### src/rtl/rmst_pkg.sv
// Package for the range maximum segment tree.
// Holds the request and response payload types, the controller to datapath
// command and status structs, and the default size constants. No dependencies.
`timescale 1ns / 1ps

package rmst_pkg;

    localparam int LEAVES_DEF = 1024;
    localparam int IDX_W      = 10;
    localparam int HALF_W     = 16;
    localparam int PAIR_W     = 2 * HALF_W;

    typedef struct packed {
        logic              mode;
        logic [IDX_W-1:0]  first_index;
        logic [IDX_W-1:0]  last_index;
        logic [HALF_W-1:0] new_key;
        logic [HALF_W-1:0] new_tag;
    } t_req;

    typedef struct packed {
        logic [HALF_W-1:0] best_key;
        logic [HALF_W-1:0] best_tag;
    } t_rsp;

    localparam logic MODE_UPDATE = 1'b0;
    localparam logic MODE_QUERY  = 1'b1;

    // Commands from the controller to the datapath.
    typedef struct packed {
        logic load;     // latch a request and set up the walk
        logic clr;      // write zero at the clear pointer and advance it
        logic u_leaf;   // write the leaf, read its sibling
        logic u_rd;     // read the sibling of the current node
        logic u_wr;     // write the parent as the larger child, move up
        logic q_rd_a;   // read the left boundary node, step it right
        logic q_rd_b;   // read the right boundary node, step it left
        logic q_acc;    // fold the read data into the running maximum
        logic q_shift;  // move both boundaries up one level
    } t_cmd;

    // Status from the datapath to the controller.
    typedef struct packed {
        logic upd_ok;   // incoming update index lies inside the tree
        logic a_gt_b;   // query boundaries have crossed
        logic a_odd;
        logic b_even;
        logic at_top;   // parent of the current node is the root
        logic clr_last; // clear pointer is at the last entry
    } t_sts;

endpackage

### src/rtl/rmst_ctrl.sv
// Controller of the range maximum segment tree: sequences the clear pass,
// the leaf-to-root update walk and the boundary walk of a query.
// Depends on rmst_pkg.
`timescale 1ns / 1ps

module rmst_ctrl (
    input  logic           i_clk,
    input  logic           i_rst_n,
    input  logic           i_start,
    input  logic           i_mode,
    input  rmst_pkg::t_sts i_sts,
    output rmst_pkg::t_cmd o_cmd,
    output logic           o_busy,
    output logic           o_done
);

    localparam logic [3:0] S_CLR   = 4'd0;
    localparam logic [3:0] S_IDLE  = 4'd1;
    localparam logic [3:0] S_ULEAF = 4'd2;
    localparam logic [3:0] S_URD   = 4'd3;
    localparam logic [3:0] S_UWR   = 4'd4;
    localparam logic [3:0] S_QTOP  = 4'd5;
    localparam logic [3:0] S_QA    = 4'd6;
    localparam logic [3:0] S_QB    = 4'd7;
    localparam logic [3:0] S_DONE  = 4'd8;

    logic [3:0] r_state, n_state;

    always_comb begin
        n_state = r_state;
        o_cmd   = '0;
        case (r_state)
            S_CLR: begin
                o_cmd.clr = 1'b1;
                if (i_sts.clr_last) begin
                    n_state = S_IDLE;
                end
            end
            S_IDLE: begin
                if (i_start) begin
                    o_cmd.load = 1'b1;
                    if (i_mode == rmst_pkg::MODE_QUERY) begin
                        n_state = S_QTOP;
                    end else if (i_sts.upd_ok) begin
                        n_state = S_ULEAF;
                    end else begin
                        n_state = S_DONE;
                    end
                end
            end
            S_ULEAF: begin
                o_cmd.u_leaf = 1'b1;
                n_state      = S_UWR;
            end
            S_URD: begin
                o_cmd.u_rd = 1'b1;
                n_state    = S_UWR;
            end
            S_UWR: begin
                o_cmd.u_wr = 1'b1;
                n_state    = i_sts.at_top ? S_DONE : S_URD;
            end
            S_QTOP: begin
                if (i_sts.a_gt_b) begin
                    n_state = S_DONE;
                end else if (i_sts.a_odd) begin
                    o_cmd.q_rd_a = 1'b1;
                    n_state      = S_QA;
                end else if (i_sts.b_even) begin
                    o_cmd.q_rd_b = 1'b1;
                    n_state      = S_QB;
                end else begin
                    o_cmd.q_shift = 1'b1;
                end
            end
            S_QA: begin
                // The right boundary is tested against its value before the
                // left boundary stepped, as in one level of the walk.
                o_cmd.q_acc = 1'b1;
                if (i_sts.b_even) begin
                    o_cmd.q_rd_b = 1'b1;
                    n_state      = S_QB;
                end else begin
                    o_cmd.q_shift = 1'b1;
                    n_state       = S_QTOP;
                end
            end
            S_QB: begin
                o_cmd.q_acc   = 1'b1;
                o_cmd.q_shift = 1'b1;
                n_state       = S_QTOP;
            end
            S_DONE: begin
                n_state = S_IDLE;
            end
            default: begin
                n_state = S_IDLE;
            end
        endcase
    end

    always_ff @(posedge i_clk) begin
        if (!i_rst_n) begin
            r_state <= S_CLR;
        end else begin
            r_state <= n_state;
        end
    end

    assign o_busy = (r_state != S_IDLE);
    assign o_done = (r_state == S_DONE);

`ifndef SYNTHESIS
    a_done_single: assert property (@(posedge i_clk) disable iff (!i_rst_n)
        o_done |=> !o_done)
        else $error("result strobe held for more than one cycle");

    a_accept_busy: assert property (@(posedge i_clk) disable iff (!i_rst_n)
        (i_start && !o_busy) |=> o_busy)
        else $error("request accepted without going busy");

    a_step_excl: assert property (@(posedge i_clk) disable iff (!i_rst_n)
        $onehot0({o_cmd.q_rd_a, o_cmd.q_rd_b, o_cmd.q_shift}))
        else $error("conflicting boundary steps in one cycle");

    a_write_excl: assert property (@(posedge i_clk) disable iff (!i_rst_n)
        $onehot0({o_cmd.clr, o_cmd.u_leaf, o_cmd.u_wr}))
        else $error("two memory writes requested in one cycle");

    a_clear_quiet: assert property (@(posedge i_clk) disable iff (!i_rst_n)
        o_cmd.clr |-> (!o_done && !o_cmd.load))
        else $error("request handled during the clear pass");
`endif

endmodule

### config.mk
export PLATFORM = sky130hd
export DESIGN_NAME = rmst_ctrl
export DESIGN_NICKNAME = d
export VERILOG_FILES = /design/src/rtl/rmst_pkg.sv /design/src/rtl/rmst_ctrl.sv
export SDC_FILE = /design/constraint.sdc
export NUM_CORES = 1
export LEC_CHECK = 0
export ABC_AREA = 1
export BUFFER_PORTS_ARGS = -buffer_cell sky130_fd_sc_hd__buf_2
export CAP_MARGIN = 10
export CORE_AREA = 3 3 40 42
export CTS_CLUSTER_DIAMETER = 60
export CTS_CLUSTER_SIZE = 28
export DETAILED_ROUTE_END_ITERATION = 12
export DIE_AREA = 0 0 43 45
export MAX_ROUTING_LAYER = met4
export PLACE_DENSITY = 0.66
export SETUP_SLACK_MARGIN = 0.5
export SLEW_MARGIN = 30
export SYNTH_ARGS = -nofsm -noshare
export SYNTH_HDL_FRONTEND = slang
export SYNTH_SLANG_ARGS = --single-unit
### constraint.sdc
create_clock -name i_clk -period 2.81 [get_ports i_clk]
set_clock_uncertainty 0.05 [all_clocks]
set_input_delay 0.281 -clock i_clk [delete_from_list [all_inputs] [get_ports i_clk]]
set_output_delay 0.281 -clock i_clk [all_outputs]
set_load 0.05 [all_outputs]
==> qor.json, run 1 <==
{
  "worst_skew_pair.late_latency": {"value": 230, "unit": "ps"},
  "ctsLongestPathBuffers": {"value": 2},
  "root_buffer": {"value": "sky130_fd_sc_hd__clkbuf_4"},
  "post_synth_instance_area": {"value": 402, "unit": "sq um"},
  "syn-num-nets": {"value": 86},
  "grt_start_max_net_pins": {"value": 7},
  "firstDrtPassIters": {"value": 3},
  "critPathCaptureType": {"value": "primary output"},
  "worst_path_max_delay_cell": {"value": "sky130_fd_sc_hd__dfxtp_1"},
  "p_leak": {"value": 0.310, "unit": "nW"},
  "synth_warnings": {"value": 0},
  "final-instance-count-excl-fill": {"value": 114},
  "worstSetupStartpointType": {"value": "flip-flop"},
  "sequential_cell_area": {"value": 80.1, "unit": "sq um"},
  "per_cell_via_count_in_the_routed_design": {"value": 4.54},
  "max-slew-margin-rel": {"value": 0.816},
  "area.growth.synth_to_final": {"value": 36.4, "unit": "%"},
  "grt_util_all_layers": {"value": 0.123},
  "setup_repair_after_global_routing_missed_its_margin": {"value": "no"},
  "ctsResizeCount": {"value": 0},
  "ir_worst_vdd": {"value": 0.287, "unit": "mV"},
  "placed_cells": {"value": 111},
  "largest_register_ffs": {"value": 4},
  "chain_of_cells_forming_the_critical_path": {"value": "inv_1 > nor2_4 > nand3_1 > nand2_1 > inv_1 > nor3_2 > buf_2"},
  "timing_max_transition_violations_final": {"value": 0},
  "drcViolationCount": {"value": 0},
  "period_needed": {"value": 1920, "unit": "ps"},
  "regMostFlops": {"value": "r_state"},
  "run_status": {"value": "finished clean"},
  "totalNegativeSetupSlack": {"value": 0, "unit": "ps"},
  "placeableCoreArea": {"value": 1280, "unit": "sq um"},
  "peak_fanout_along_the_critical_path": {"value": 6},
  "detail-route-antenna-nets": {"value": 0},
  "postSynthRegisterBits": {"value": 4},
  "die_area": {"value": 1940, "unit": "sq um"},
  "final_common_cell": {"value": "sky130_fd_sc_hd__buf_2"},
  "power.density": {"value": 460, "unit": "nW/um^2"},
  "cp_data_arrival_time": {"value": 1590, "unit": "ps"},
  "grt_pass1_vias": {"value": 458},
  "holdWs": {"value": 243, "unit": "ps"},
  "initial_drc_count": {"value": 5},
  "layout_worst_path_cycle_share": {"value": 0.684},
  "p_total": {"value": 0.252, "unit": "mW"},
  "layout-drive-gt1-share": {"value": 0.293},
  "critPathMostFrequentCell": {"value": "sky130_fd_sc_hd__inv_1"},
  "largest_registers": {"value": "r_state: 4 flops"},
  "critPathKind": {"value": "flip-flop to primary output"},
  "hold_path_class": {"value": "input pin to flip-flop"},
  "ctsHtreeMaxLevel": {"value": 1},
  "share_of_the_yosys_chip_area_belonging_to_registers": {"value": 0.199},
  "ys_types": {"value": 15},
  "initial_standard_cell_utilization_of_the_core": {"value": 0.313},
  "finish.utilization": {"value": 0.426},
  "via_count": {"value": 518},
  "detail_route.wl_per_cell": {"value": 8.75, "unit": "um"},
  "antenna_cells": {"value": 0},
  "number_of_antenna_violations_at_the_first_check_in_global_routing": {"value": 0},
  "synth_cells": {"value": 76},
  "place_congestion": {"value": 0.773},
  "cts_num_sinks": {"value": 4},
  "top_cell_type_by_total_area_after_synthesis": {"value": "sky130_fd_sc_hd__dfxtp_1"},
  "worst_slack_at_placement": {"value": 1130, "unit": "ps"},
  "io_pins": {"value": 21},
  "hpwl": {"value": 871, "unit": "um"},
  "cts_tree": {"value": "done"},
  "floorplan.die.height": {"value": 45, "unit": "um"},
  "grt_pass1_wl": {"value": 1.76, "unit": "mm"},
  "timing.final.ws_setup": {"value": 888, "unit": "ps"},
  "placement_rows": {"value": 13},
  "fillers": {"value": 150},
  "cts_hold_repair.buffers": {"value": 0},
  "count_of_nets_after_finishing": {"value": 111},
  "gr-total-overflow": {"value": 0},
  "post_cts_buffers": {"value": 0},
  "tightest_slew": {"value": 276, "unit": "ps"},
  "multiInputGateArea": {"value": 270, "unit": "sq um"},
  "crit_path_max_incr_delay": {"value": 390, "unit": "ps"},
  "total_non_filler_cell_area_in_the_finished_layout": {"value": 548, "unit": "sq um"},
  "placement.io_buffers": {"value": 20},
  "required": {"value": 2480, "unit": "ps"},
  "top_cell_type_s_share_of_synthesized_area": {"value": 0.199},
  "netlist_top_cells_area": {"value": "sky130_fd_sc_hd__dfxtp_1 20%, sky130_fd_sc_hd__nand2_1 15%, sky130_fd_sc_hd__nor2_1 15%, sky130_fd_sc_hd__inv_1 13%, sky130_fd_sc_hd__nand3_1 12%"},
  "syn_area_per_cell": {"value": 5.28, "unit": "sq um"},
  "report.final.hold_viol_count": {"value": 0},
  "numCtsBuffers": {"value": 3},
  "fp.dieW": {"value": 43, "unit": "um"},
  "totalWireLength": {"value": 997, "unit": "um"},
  "placement.cell_area": {"value": 526, "unit": "sq um"},
  "fmax": {"value": 0.520, "unit": "GHz"},
  "cap_violations": {"value": 0},
  "clk_pin_slew": {"value": 40, "unit": "ps"},
  "layout.cells.most_common_list": {"value": "20 x sky130_fd_sc_hd__buf_2, 16 x sky130_fd_sc_hd__nand2_1, 16 x sky130_fd_sc_hd__nor2_1"},
  "number_of_failing_setup_endpoints_in_the_final_timing_report": {"value": 0}
}
## worst paths after layout
kind / to / slack (ps) / from / cells after the start
worst min register to register: r_state[0] / 680 / r_state[3] / 4
worst max register to register: r_state[3] / 1450 / r_state[0] / 7
worst max-delay path: o_cmd[0] / 890 / r_state[0] / 7
worst min-delay path: r_state[0] / 240 / i_rst_n / 3
## power breakdown
group | total (mW) | internal [mW] | switching (mW) | leakage [nW]
Sequential | 0.0683 | 0.0617 | 0.00664 | 0.0326
Combinational | 0.114 | 0.0313 | 0.0823 | 0.264
Clock | 0.0702 | 0.0477 | 0.0225 | 0.0138
Total | 0.252 | 0.141 | 0.112 | 0.310
## synth_stat cells (all sizes together)
cell	instances
nand3	10
nand4	1
a21oi	2
nor2	20
nor3	4
nand3b	1
dfxtp	4
a31oi	1
nand2	16
inv	15
o21ai	2
## per-layer routing
metal  wire length (um)  vias up  GRT usage  share of wire
li1                   -      287          -              -
met1                431      220      0.147           0.43
met2                513        9      0.189           0.51
met3                 42        2     0.0279          0.042
met4                  9        0     0.0723         0.0090
met5                  0        -          -              0
## worst max-delay path: cells and delay by family (launching register included)
kind | cells | cell delay (ps)
buffers and inverters | 3 | 450
flip-flops | 1 | 390
AND/OR/NAND/NOR | 4 | 510
## area by class of cell
| type | count | area share |
|---|---|---|
| multi-input cells | 57 | 0.493 |
| repair buffers | 20 | 0.183 |
| clock buffers | 3 | 0.0411 |
| flip-flops and latches | 4 | 0.146 |
| well taps | 15 | 0.0342 |
| inverters | 15 | 0.103 |
## cell families after synthesis
logic type | share of synthesized area
DFF | 0.199
and+or+nand+nor | 0.595
buffers and inverters | 0.140
AOI/OAI and AO/OA | 0.0654
Power figures use the tool's default switching activity.
==> run 2: changes to the inputs <==
--- a/config.mk
+++ b/config.mk
@@ -5,7 +5,7 @@
 export SDC_FILE = /design/constraint.sdc
 export NUM_CORES = 1
 export LEC_CHECK = 0
-export ABC_AREA = 1
+export ABC_AREA = 0
 export BUFFER_PORTS_ARGS = -buffer_cell sky130_fd_sc_hd__buf_2
 export CAP_MARGIN = 10
 export CORE_AREA = 3 3 40 42
@@ -14,7 +14,7 @@
 export DETAILED_ROUTE_END_ITERATION = 12
 export DIE_AREA = 0 0 43 45
 export MAX_ROUTING_LAYER = met4
-export PLACE_DENSITY = 0.66
+export PLACE_DENSITY = 0.69
 export SETUP_SLACK_MARGIN = 0.5
 export SLEW_MARGIN = 30
 export SYNTH_ARGS = -nofsm -noshare
==> constraint.sdc (replaced) <==
create_clock -name i_clk -period 2 [get_ports i_clk]
set_clock_uncertainty 0.05 [all_clocks]
set_input_delay 0.2 -clock i_clk [delete_from_list [all_inputs] [get_ports i_clk]]
set_output_delay 0.2 -clock i_clk [all_outputs]
set_load 0.05 [all_outputs]
==> run 2 against run 1 <==
  * Clock-buffer cell count unchanged
  * Clock power increased by 50%
  * Core utilization increased by 32 points
  * Sequential power increased by 29%
  * Flip-flop and latch count unchanged
  * Non-clock buffer count increased by 24
  * Register-to-register slack got worse by 970 ps
==> qor.json, run 2 <==
{
  "synth.mux.area_fraction": {"value": 0.0227, "change": "was 0"},
  "number_of_cells_traversed_by_the_worst_register_to_register_path": {"value": 6, "change": "was 7"},
  "ctsHtreeMaxLevel": {"value": 1, "change": "unchanged"},
  "run_status": {"value": "finished clean", "change": "unchanged"},
  "largest_register_ffs": {"value": 4, "change": "unchanged"},
  "synth_cells": {"value": 58, "change": "was 76"},
  "drcViolationCount": {"value": 0, "change": "unchanged"},
  "placement.cell_area": {"value": 624, "unit": "sq um", "change": "was 526 sq um"},
  "synth_warnings": {"value": 0, "change": "unchanged"},
  "count_of_nets_after_finishing": {"value": 111, "change": "unchanged"},
  "worst_r2r_startpoint": {"value": "r_state[3]", "change": "was r_state[0]"},
  "sequential_cell_area": {"value": 95.1, "unit": "sq um", "change": "was 80.1 sq um"},
  "firstDrtPassIters": {"value": 4, "change": "was 3"},
  "synth_top_family_by_area": {"value": "simple AND/OR/NAND/NOR gates", "change": "unchanged"},
  "crit_path_max_incr_delay": {"value": 440, "unit": "ps", "change": "was 390 ps"},
  "placement_rows": {"value": 13, "change": "unchanged"},
  "placeableCoreArea": {"value": 1280, "unit": "sq um", "change": "unchanged"},
  "syn-num-nets": {"value": 68, "change": "was 86"},
  "internal_power": {"value": 0.233, "unit": "mW", "change": "was 0.141 mW"},
  "clk_pin_slew": {"value": 40, "unit": "ps", "change": "about the same"},
  "top_cell_type_by_total_area_after_synthesis": {"value": "sky130_fd_sc_hd__dfxtp_1", "change": "unchanged"},
  "hpwl": {"value": 938, "unit": "um", "change": "was 871 um"},
  "gr_util_met3": {"value": 0.0518, "change": "was 0.0279"},
  "synth_xor_area_frac": {"value": 0, "change": "unchanged"},
  "ys_types": {"value": 35, "change": "was 15"},
  "place_congestion": {"value": 0.805, "change": "was 0.773"},
  "power.switching_fraction": {"value": 0.359, "change": "was 0.442"},
  "tightest_slew": {"value": 370, "unit": "ps", "change": "was 276 ps"},
  "critPathBufInv": {"value": 3, "change": "unchanged"},
  "final_common_cell": {"value": "sky130_fd_sc_hd__buf_6", "change": "was sky130_fd_sc_hd__buf_2"},
  "share_comb_of_total_power": {"value": 0.467, "change": "was 0.450"},
  "die_area": {"value": 1940, "unit": "sq um", "change": "unchanged"},
  "p_leak": {"value": 0.396, "unit": "nW", "change": "was 0.310 nW"},
  "period_needed": {"value": 1650, "unit": "ps"},
  "worst_path_max_delay_cell": {"value": "sky130_fd_sc_hd__or4_4", "change": "was sky130_fd_sc_hd__dfxtp_1"},
  "detail-route-antenna-nets": {"value": 0, "change": "unchanged"},
  "ctsLongestPathBuffers": {"value": 2, "change": "unchanged"},
  "synth_enable_flop_cells": {"value": 0, "change": "unchanged"},
  "final-instance-count-excl-fill": {"value": 114, "change": "unchanged"},
  "number_of_antenna_violations_at_the_first_check_in_global_routing": {"value": 0, "change": "unchanged"},
  "hp-start": {"value": "i_rst_n", "change": "unchanged"},
  "chain_of_cells_forming_the_critical_path": {"value": "buf_6 > or4_4 > clkinvlp_4 > buf_8", "change": "was inv_1 > nor2_4 > nand3_1 > nand2_1 > inv_1 > nor3_2 > buf_2"},
  "fp.dieW": {"value": 43, "unit": "um", "change": "unchanged"},
  "most_frequent_cells_after_synthesis": {"value": "4 x sky130_fd_sc_hd__a21oi_1, 4 x sky130_fd_sc_hd__dfxtp_1, 4 x sky130_fd_sc_hd__inv_1, 4 x sky130_fd_sc_hd__nand2_1, 4 x sky130_fd_sc_hd__nor2_1", "change": "was 16 x sky130_fd_sc_hd__nand2_1, 16 x sky130_fd_sc_hd__nor2_1, 14 x sky130_fd_sc_hd__inv_1"},
  "synth_simple_gate_area_frac": {"value": 0.437, "change": "was 0.595"},
  "postSynthRegisterBits": {"value": 4, "change": "unchanged"},
  "fmax": {"value": 0.606, "unit": "GHz"},
  "layout_worst_path_cycle_share": {"value": 0.825},
  "initial_standard_cell_utilization_of_the_core": {"value": 0.343, "change": "was 0.313"},
  "timing_max_transition_violations_final": {"value": 0, "change": "unchanged"},
  "grt_pass1_wl": {"value": 2.75, "unit": "mm", "change": "was 1.76 mm"},
  "antenna_cells": {"value": 0, "change": "unchanged"},
  "share_of_the_yosys_chip_area_belonging_to_registers": {"value": 0.182, "change": "was 0.199"},
  "io_pins": {"value": 21, "change": "unchanged"},
  "worst_hold_path.num_cells": {"value": 3, "change": "unchanged"},
  "placed_cells": {"value": 90, "change": "was 111"},
  "worstSetupStartpointType": {"value": "flip-flop", "change": "unchanged"},
  "gr-max-usage-layer": {"value": "met2", "change": "unchanged"},
  "async_reset_ff_frac": {"value": 0, "change": "unchanged"},
  "fillers": {"value": 84, "change": "was 150"},
  "netlist_top_cells_area": {"value": "sky130_fd_sc_hd__dfxtp_1 18%, sky130_fd_sc_hd__nor4b_4 5.4%, sky130_fd_sc_hd__a21oi_1 4.5%, sky130_fd_sc_hd__and3b_1 4.0%, sky130_fd_sc_hd__nor4b_1 4.0%", "change": "was sky130_fd_sc_hd__dfxtp_1 20%, sky130_fd_sc_hd__nand2_1 15%, sky130_fd_sc_hd__nor2_1 15%, sky130_fd_sc_hd__inv_1 13%, sky130_fd_sc_hd__nand3_1 12%"},
  "worst_skew_pair.late_latency": {"value": 240, "unit": "ps", "change": "was 230 ps"},
  "regMostFlops": {"value": "r_state", "change": "unchanged"},
  "yosys.area_share.adder": {"value": 0, "change": "unchanged"},
  "grt_util_all_layers": {"value": 0.201, "change": "was 0.123"},
  "totalNegativeSetupSlack": {"value": 0, "unit": "ps", "change": "unchanged"},
  "grt_start_max_net_pins": {"value": 10, "change": "was 7"},
  "via_count": {"value": 633, "change": "was 518"},
  "cts_num_sinks": {"value": 4, "change": "unchanged"},
  "number_of_failing_setup_endpoints_in_the_final_timing_report": {"value": 0, "change": "unchanged"},
  "synth-compound-area-share": {"value": 0.224, "change": "was 0.0654"},
  "endpoint_of_the_most_critical_register_to_register_path": {"value": "r_state[3]", "change": "unchanged"},
  "largest_registers": {"value": "r_state: 4 flops", "change": "unchanged"},
  "area.growth.synth_to_final": {"value": 116, "unit": "%", "change": "was 36.4%"},
  "cp_data_arrival_time": {"value": 1400, "unit": "ps", "change": "was 1590 ps"},
  "per_cell_via_count_in_the_routed_design": {"value": 5.55, "change": "was 4.54"},
  "gr-total-overflow": {"value": 0, "change": "unchanged"},
  "layout.cells.most_common_list": {"value": "20 x sky130_fd_sc_hd__buf_6, 13 x sky130_fd_sc_hd__buf_4, 9 x sky130_fd_sc_hd__buf_2", "change": "was 20 x sky130_fd_sc_hd__buf_2, 16 x sky130_fd_sc_hd__nand2_1, 16 x sky130_fd_sc_hd__nor2_1"},
  "cp_top_family": {"value": "simple AND/OR/NAND/NOR gates", "change": "unchanged"},
  "layout-drive-gt1-share": {"value": 0.707, "change": "was 0.293"},
  "top_cell_type_s_share_of_synthesized_area": {"value": 0.182, "change": "was 0.199"},
  "max-slew-margin-rel": {"value": 0.751, "change": "was 0.816"},
  "power.density": {"value": 381, "unit": "nW/um^2", "change": "was 460 nW/um^2"},
  "grt_pass1_vias": {"value": 620, "change": "was 458"},
  "required": {"value": 1750, "unit": "ps", "change": "was 2480 ps"},
  "use_met2": {"value": 0.353, "change": "was 0.189"},
  "hold_end": {"value": "r_state[0]", "change": "unchanged"},
  "report.final.hold_viol_count": {"value": 0, "change": "unchanged"},
  "post_synth_instance_area": {"value": 440, "unit": "sq um", "change": "was 402 sq um"},
  "critPathCaptureType": {"value": "primary output", "change": "unchanged"},
  "cts_tree": {"value": "done", "change": "unchanged"},
  "numCtsBuffers": {"value": 3, "change": "unchanged"},
  "r2r_setup_slack": {"value": 480, "unit": "ps", "change": "was 1450 ps"},
  "ir_worst_vdd": {"value": 0.181, "unit": "mV", "change": "was 0.287 mV"},
  "global_route.usage.met1": {"value": 0.207, "change": "was 0.147"},
  "detail_route.wl_per_cell": {"value": 15.6, "unit": "um", "change": "was 8.75 um"},
  "switchingPower": {"value": 0.130, "unit": "mW", "change": "was 0.112 mW"},
  "power_frac_seq": {"value": 0.243, "change": "was 0.271"},
  "critPathKind": {"value": "flip-flop to primary output", "change": "unchanged"},
  "total_non_filler_cell_area_in_the_finished_layout": {"value": 953, "unit": "sq um", "change": "was 548 sq um"},
  "totalWireLength": {"value": 1.78, "unit": "mm", "change": "was 997 um"},
  "floorplan.die.height": {"value": 45, "unit": "um", "change": "unchanged"},
  "p_clk_frac": {"value": 0.290, "change": "was 0.279"},
  "root_buffer": {"value": "sky130_fd_sc_hd__clkbuf_4", "change": "unchanged"},
  "initial_drc_count": {"value": 7, "change": "was 5"},
  "ys.flop_type": {"value": "sky130_fd_sc_hd__dfxtp_1", "change": "unchanged"},
  "hold_path_class": {"value": "input pin to flip-flop", "change": "unchanged"},
  "worstSetupPathDepth": {"value": 4, "change": "was 7"},
  "placement.io_buffers": {"value": 20, "change": "unchanged"},
  "setup_repair_after_global_routing_missed_its_margin": {"value": "yes", "change": "was no"},
  "syn_area_per_cell": {"value": 7.59, "unit": "sq um", "change": "was 5.28 sq um"},
  "multiInputGateArea": {"value": 393, "unit": "sq um", "change": "was 270 sq um"},
  "peak_fanout_along_the_critical_path": {"value": 6, "change": "unchanged"},
  "cap_violations": {"value": 0, "change": "unchanged"}
}
## run 2: power groups by stage
stage                     logic [mW]  clock network [mW]  registers (mW)
after global placement         0.107                   0          0.0952
after CTS                      0.160               0.105          0.0870
after floorplan               0.0963                   0          0.0861
after global routing           0.180               0.117          0.0888
after detailed placement       0.108                   0          0.0959
final                          0.169               0.105          0.0883
## run 2: repair_timing
action	CTS	global route
pin swaps	8	10
endpoints found under the setup margin	13	12
hold buffers	0	0
buffers inserted	19	2
gates resized for setup	34	15
## run 2: worst register-to-register path, stage by stage (launching register included)
cell                      delay [ps]
sky130_fd_sc_hd__dfxtp_4         350
sky130_fd_sc_hd__buf_4           160
sky130_fd_sc_hd__nor4b_4         260
sky130_fd_sc_hd__buf_4           160
sky130_fd_sc_hd__inv_2            40
sky130_fd_sc_hd__or3_4           320
sky130_fd_sc_hd__a21oi_2         120
## run 2: cells by family (layout without fill, tap and decap cells)
family / after synthesis / in the layout
AND/OR/NAND/NOR: 27 / 27
AO/OA/AOI/OAI: 15 / 15
flip-flops: 4 / 4
buffers and inverters: 11 / 52
multiplexers: 1 / 1
## run 2: worst max-delay path by stage
stage,start,end,slack (ps)
after global routing,r_state[2],o_cmd[0],290
after detailed placement,r_state[0],o_cmd[0],270
final,r_state[0],o_cmd[7],350
after global placement,r_state[0],o_cmd[0],310
after CTS,r_state[1],o_cmd[7],340
after floorplan,r_state[1],o_cmd[5],460
## run 2: final cells by class
class | count | area share
well taps | 15 | 0.0197
inverters | 5 | 0.0276
flip-flops and latches | 4 | 0.0997
repair buffers | 44 | 0.417
multi-input cells | 43 | 0.412
clock buffers | 3 | 0.0236
## run 2: per-layer routing
| layer | routed length, um | vias up |
|---|---|---|
| li1 | - | 301 |
| met1 | 705 | 308 |
| met2 | 945 | 20 |
| met3 | 90 | 4 |
| met4 | 36 | 0 |
| met5 | 0 | - |
## run 2: metrics by stage
step	hold WS, ps	util	setup slack [ps]	total power [mW]
after global routing	159	0.742	293	0.385
final	167	0.742	350	0.363
after floorplan	292	-	464	0.182
after CTS	158	0.693	341	0.352
after detailed placement	418	0.486	265	0.204
after global placement	433	0.486	308	0.203
==> run 3: changes to the inputs <==
==> constraint.sdc (replaced) <==
create_clock -name i_clk -period 1.72 [get_ports i_clk]
set_clock_uncertainty 0.05 [all_clocks]
set_input_delay 0.172 -clock i_clk [delete_from_list [all_inputs] [get_ports i_clk]]
set_output_delay 0.172 -clock i_clk [all_outputs]
set_load 0.05 [all_outputs]
==> run 3 against run 2 <==
  * Global-route usage down 0.34 points
  * Flip-flop and latch count unchanged
  * Critical path depth shrank 1
  * Combinational power up 18%
  * Register-to-register slack worse by 270 ps
==> qor.json, run 3 (synthesized netlist as in run 2, its figures left out) <==
{
  "grt_start_max_net_pins": {"value": 13, "change": "was 10"},
  "setup_repair_after_global_routing_missed_its_margin": {"value": "yes", "change": "unchanged"},
  "period_needed": {"value": 1600, "unit": "ps"},
  "internal_power": {"value": 0.271, "unit": "mW", "change": "was 0.233 mW"},
  "cts_num_sinks": {"value": 4, "change": "unchanged"},
  "cts_hold_repair.buffers": {"value": 0, "change": "unchanged"},
  "fillers": {"value": 95, "change": "was 84"},
  "fp.dieW": {"value": 43, "unit": "um", "change": "unchanged"},
  "run_status": {"value": "finished clean", "change": "unchanged"},
  "timing_max_transition_violations_final": {"value": 0, "change": "unchanged"},
  "grt_pass1_wl": {"value": 2.74, "unit": "mm", "change": "was 2.75 mm"},
  "firstDrtPassIters": {"value": 4, "change": "unchanged"},
  "hpwl": {"value": 948, "unit": "um", "change": "was 938 um"},
  "placement.io_buffers": {"value": 20, "change": "unchanged"},
  "cap_violations": {"value": 0, "change": "unchanged"},
  "critPathCaptureType": {"value": "primary output", "change": "unchanged"},
  "numCtsBuffers": {"value": 3, "change": "unchanged"},
  "area.growth.synth_to_final": {"value": 114, "unit": "%", "change": "was 116%"},
  "initial_standard_cell_utilization_of_the_core": {"value": 0.343, "change": "unchanged"},
  "place_congestion": {"value": 0.833, "change": "was 0.805"},
  "share_comb_of_total_power": {"value": 0.473, "change": "was 0.467"},
  "p_clk_frac": {"value": 0.284, "change": "was 0.290"},
  "total_non_filler_cell_area_in_the_finished_layout": {"value": 943, "unit": "sq um", "change": "was 953 sq um"},
  "p_leak": {"value": 0.392, "unit": "nW", "change": "was 0.396 nW"},
  "clk_pin_slew": {"value": 40, "unit": "ps", "change": "about the same"},
  "layout_worst_path_cycle_share": {"value": 0.930},
  "totalNegativeSetupSlack": {"value": 0, "unit": "ps", "change": "unchanged"},
  "switchingPower": {"value": 0.152, "unit": "mW", "change": "was 0.130 mW"},
  "per_cell_via_count_in_the_routed_design": {"value": 5.71, "change": "was 5.55"},
  "drcViolationCount": {"value": 0, "change": "unchanged"},
  "worstSetupStartpointType": {"value": "flip-flop", "change": "unchanged"},
  "regMostFlops": {"value": "r_state", "change": "unchanged"},
  "ctsHtreeMaxLevel": {"value": 1, "change": "unchanged"},
  "critPathBufInv": {"value": 2, "change": "was 3"},
  "largest_register_ffs": {"value": 4, "change": "unchanged"},
  "die_area": {"value": 1940, "unit": "sq um", "change": "unchanged"},
  "cts_tree": {"value": "done", "change": "unchanged"},
  "wl_met3": {"value": 106, "unit": "um", "change": "was 90 um"},
  "hold_path_class": {"value": "input pin to flip-flop", "change": "unchanged"},
  "cp_top_family": {"value": "simple AND/OR/NAND/NOR gates", "change": "unchanged"},
  "worst_skew_pair.late_latency": {"value": 240, "unit": "ps", "change": "about the same"},
  "gr-total-overflow": {"value": 0, "change": "unchanged"},
  "ctsLongestPathBuffers": {"value": 2, "change": "unchanged"},
  "report.final.hold_viol_count": {"value": 0, "change": "unchanged"},
  "placeableCoreArea": {"value": 1280, "unit": "sq um", "change": "unchanged"},
  "antenna_cells": {"value": 0, "change": "unchanged"},
  "detail_route.wl_per_cell": {"value": 16.1, "unit": "um", "change": "was 15.6 um"},
  "routedLengthMet1": {"value": 687, "unit": "um", "change": "was 705 um"},
  "totalWireLength": {"value": 1.80, "unit": "mm", "change": "was 1.78 mm"},
  "peak_fanout_along_the_critical_path": {"value": 6, "change": "unchanged"},
  "grt_pass1_vias": {"value": 610, "change": "was 620"},
  "power.density": {"value": 448, "unit": "nW/um^2", "change": "was 381 nW/um^2"},
  "worst_path_max_delay_cell": {"value": "sky130_fd_sc_hd__or4_4", "change": "unchanged"},
  "number_of_failing_setup_endpoints_in_the_final_timing_report": {"value": 0, "change": "unchanged"},
  "io_pins": {"value": 21, "change": "unchanged"},
  "number_of_antenna_violations_at_the_first_check_in_global_routing": {"value": 0, "change": "unchanged"},
  "fmax": {"value": 0.625, "unit": "GHz"},
  "chain_of_cells_forming_the_critical_path": {"value": "or4_4 > clkinvlp_4 > buf_8", "change": "was buf_6 > or4_4 > clkinvlp_4 > buf_8"},
  "initial_drc_count": {"value": 5, "change": "was 7"},
  "crit_path_max_incr_delay": {"value": 550, "unit": "ps", "change": "was 440 ps"},
  "count_of_nets_after_finishing": {"value": 109, "change": "was 111"},
  "layout-drive-gt1-share": {"value": 0.711, "change": "was 0.707"},
  "power.switching_fraction": {"value": 0.360, "change": "was 0.359"},
  "floorplan.die.height": {"value": 45, "unit": "um", "change": "unchanged"},
  "largest_registers": {"value": "r_state: 4 flops", "change": "unchanged"},
  "placement_rows": {"value": 13, "change": "unchanged"},
  "required": {"value": 1500, "unit": "ps", "change": "was 1750 ps"},
  "grt_util_all_layers": {"value": 0.197, "change": "was 0.201"},
  "cp_data_arrival_time": {"value": 1380, "unit": "ps", "change": "was 1400 ps"},
  "placement.cell_area": {"value": 636, "unit": "sq um", "change": "was 624 sq um"},
  "power_frac_seq": {"value": 0.243, "change": "about the same"},
  "root_buffer": {"value": "sky130_fd_sc_hd__clkbuf_4", "change": "unchanged"},
  "tightest_slew": {"value": 346, "unit": "ps", "change": "was 370 ps"},
  "critPathKind": {"value": "flip-flop to primary output", "change": "unchanged"},
  "max-slew-margin-rel": {"value": 0.767, "change": "was 0.751"},
  "detail-route-antenna-nets": {"value": 0, "change": "unchanged"},
  "ir_worst_vdd": {"value": 0.322, "unit": "mV", "change": "was 0.181 mV"},
  "highest_layer": {"value": "met4", "change": "unchanged"},
  "layout.cells.most_common_list": {"value": "14 x sky130_fd_sc_hd__buf_6, 14 x sky130_fd_sc_hd__buf_4, 9 x sky130_fd_sc_hd__buf_2", "change": "was 20 x sky130_fd_sc_hd__buf_6, 13 x sky130_fd_sc_hd__buf_4, 9 x sky130_fd_sc_hd__buf_2"},
  "via_count": {"value": 639, "change": "was 633"},
  "met2RoutedLength": {"value": 933, "unit": "um", "change": "was 945 um"}
}
## run 3: changes by cell type in the layout (fill, tap and decap cells not counted), moves of 2 or more
cell | before | now
sky130_fd_sc_hd__inv_2 | 2 | 0
sky130_fd_sc_hd__buf_8 | 2 | 5
sky130_fd_sc_hd__buf_6 | 20 | 14
sky130_fd_sc_hd__inv_4 | 0 | 2
## run 3: area by class of cell
class	instances	area, sq um	area share
sequential	4	95.1	0.101
tap	15	18.8	0.0199
multi-input combinational	43	393	0.416
clock buffer	3	22.5	0.0239
inverter	5	31.3	0.0332
timing repair buffer	42	383	0.406
## run 3: metrics by stage
step | hold slack, ps | setup slack, ps | utilization | total power [mW] | instances
final | 151 | 121 | 0.734 | 0.423 | 112
after global routing | 151 | 64.1 | 0.734 | 0.449 | 112
after CTS | 119 | 105 | 0.661 | 0.389 | 104
after detailed placement | 399 | 52.7 | 0.495 | 0.241 | 89
after global placement | 402 | 98.3 | 0.495 | 0.239 | 89
after floorplan | 256 | 212 | - | 0.223 | 58
## run 3: per-layer routing
layer / global-route usage / vias up
met5: - / -
met3: 0.0717 / 10
li1: - / 300
met2: 0.332 / 28
met4: 0.102 / 0
met1: 0.202 / 301
## run 3: repair_timing
action                                  4_1_cts  5_1_grt
pin swaps                                     3        6
gates resized for setup                      33       10
gates cloned                                  0        0
buffers inserted                             12        8
endpoints found under the setup margin       15       15
## run 3: worst register-to-register path: cells and delay by family (launching register included)
kind,cells,cell delay (ps)
AO/OA/AOI/OAI,1,120
flip-flops,1,360
AND/OR/NAND/NOR,2,580
buffers and inverters,3,320
## run 3: path summary, 6_finish.rpt
path | from | to | slack, ps | cells after the start
max | r_state[2] | o_cmd[7] | 120 | 3
min | i_rst_n | r_state[0] | 150 | 3
max reg2reg | r_state[2] | r_state[3] | 210 | 6
min reg2reg | r_state[2] | r_state[1] | 670 | 3
## run 3: power groups by stage
stage / Combinational (mW) / Sequential, mW / Clock (mW)
6_report: 0.200 / 0.103 / 0.120
5_1_grt: 0.212 / 0.104 / 0.133
4_1_cts: 0.159 / 0.107 / 0.122
3_5_place_dp: 0.126 / 0.115 / 0
3_3_place_gp: 0.125 / 0.114 / 0
2_1_floorplan: 0.122 / 0.101 / 0
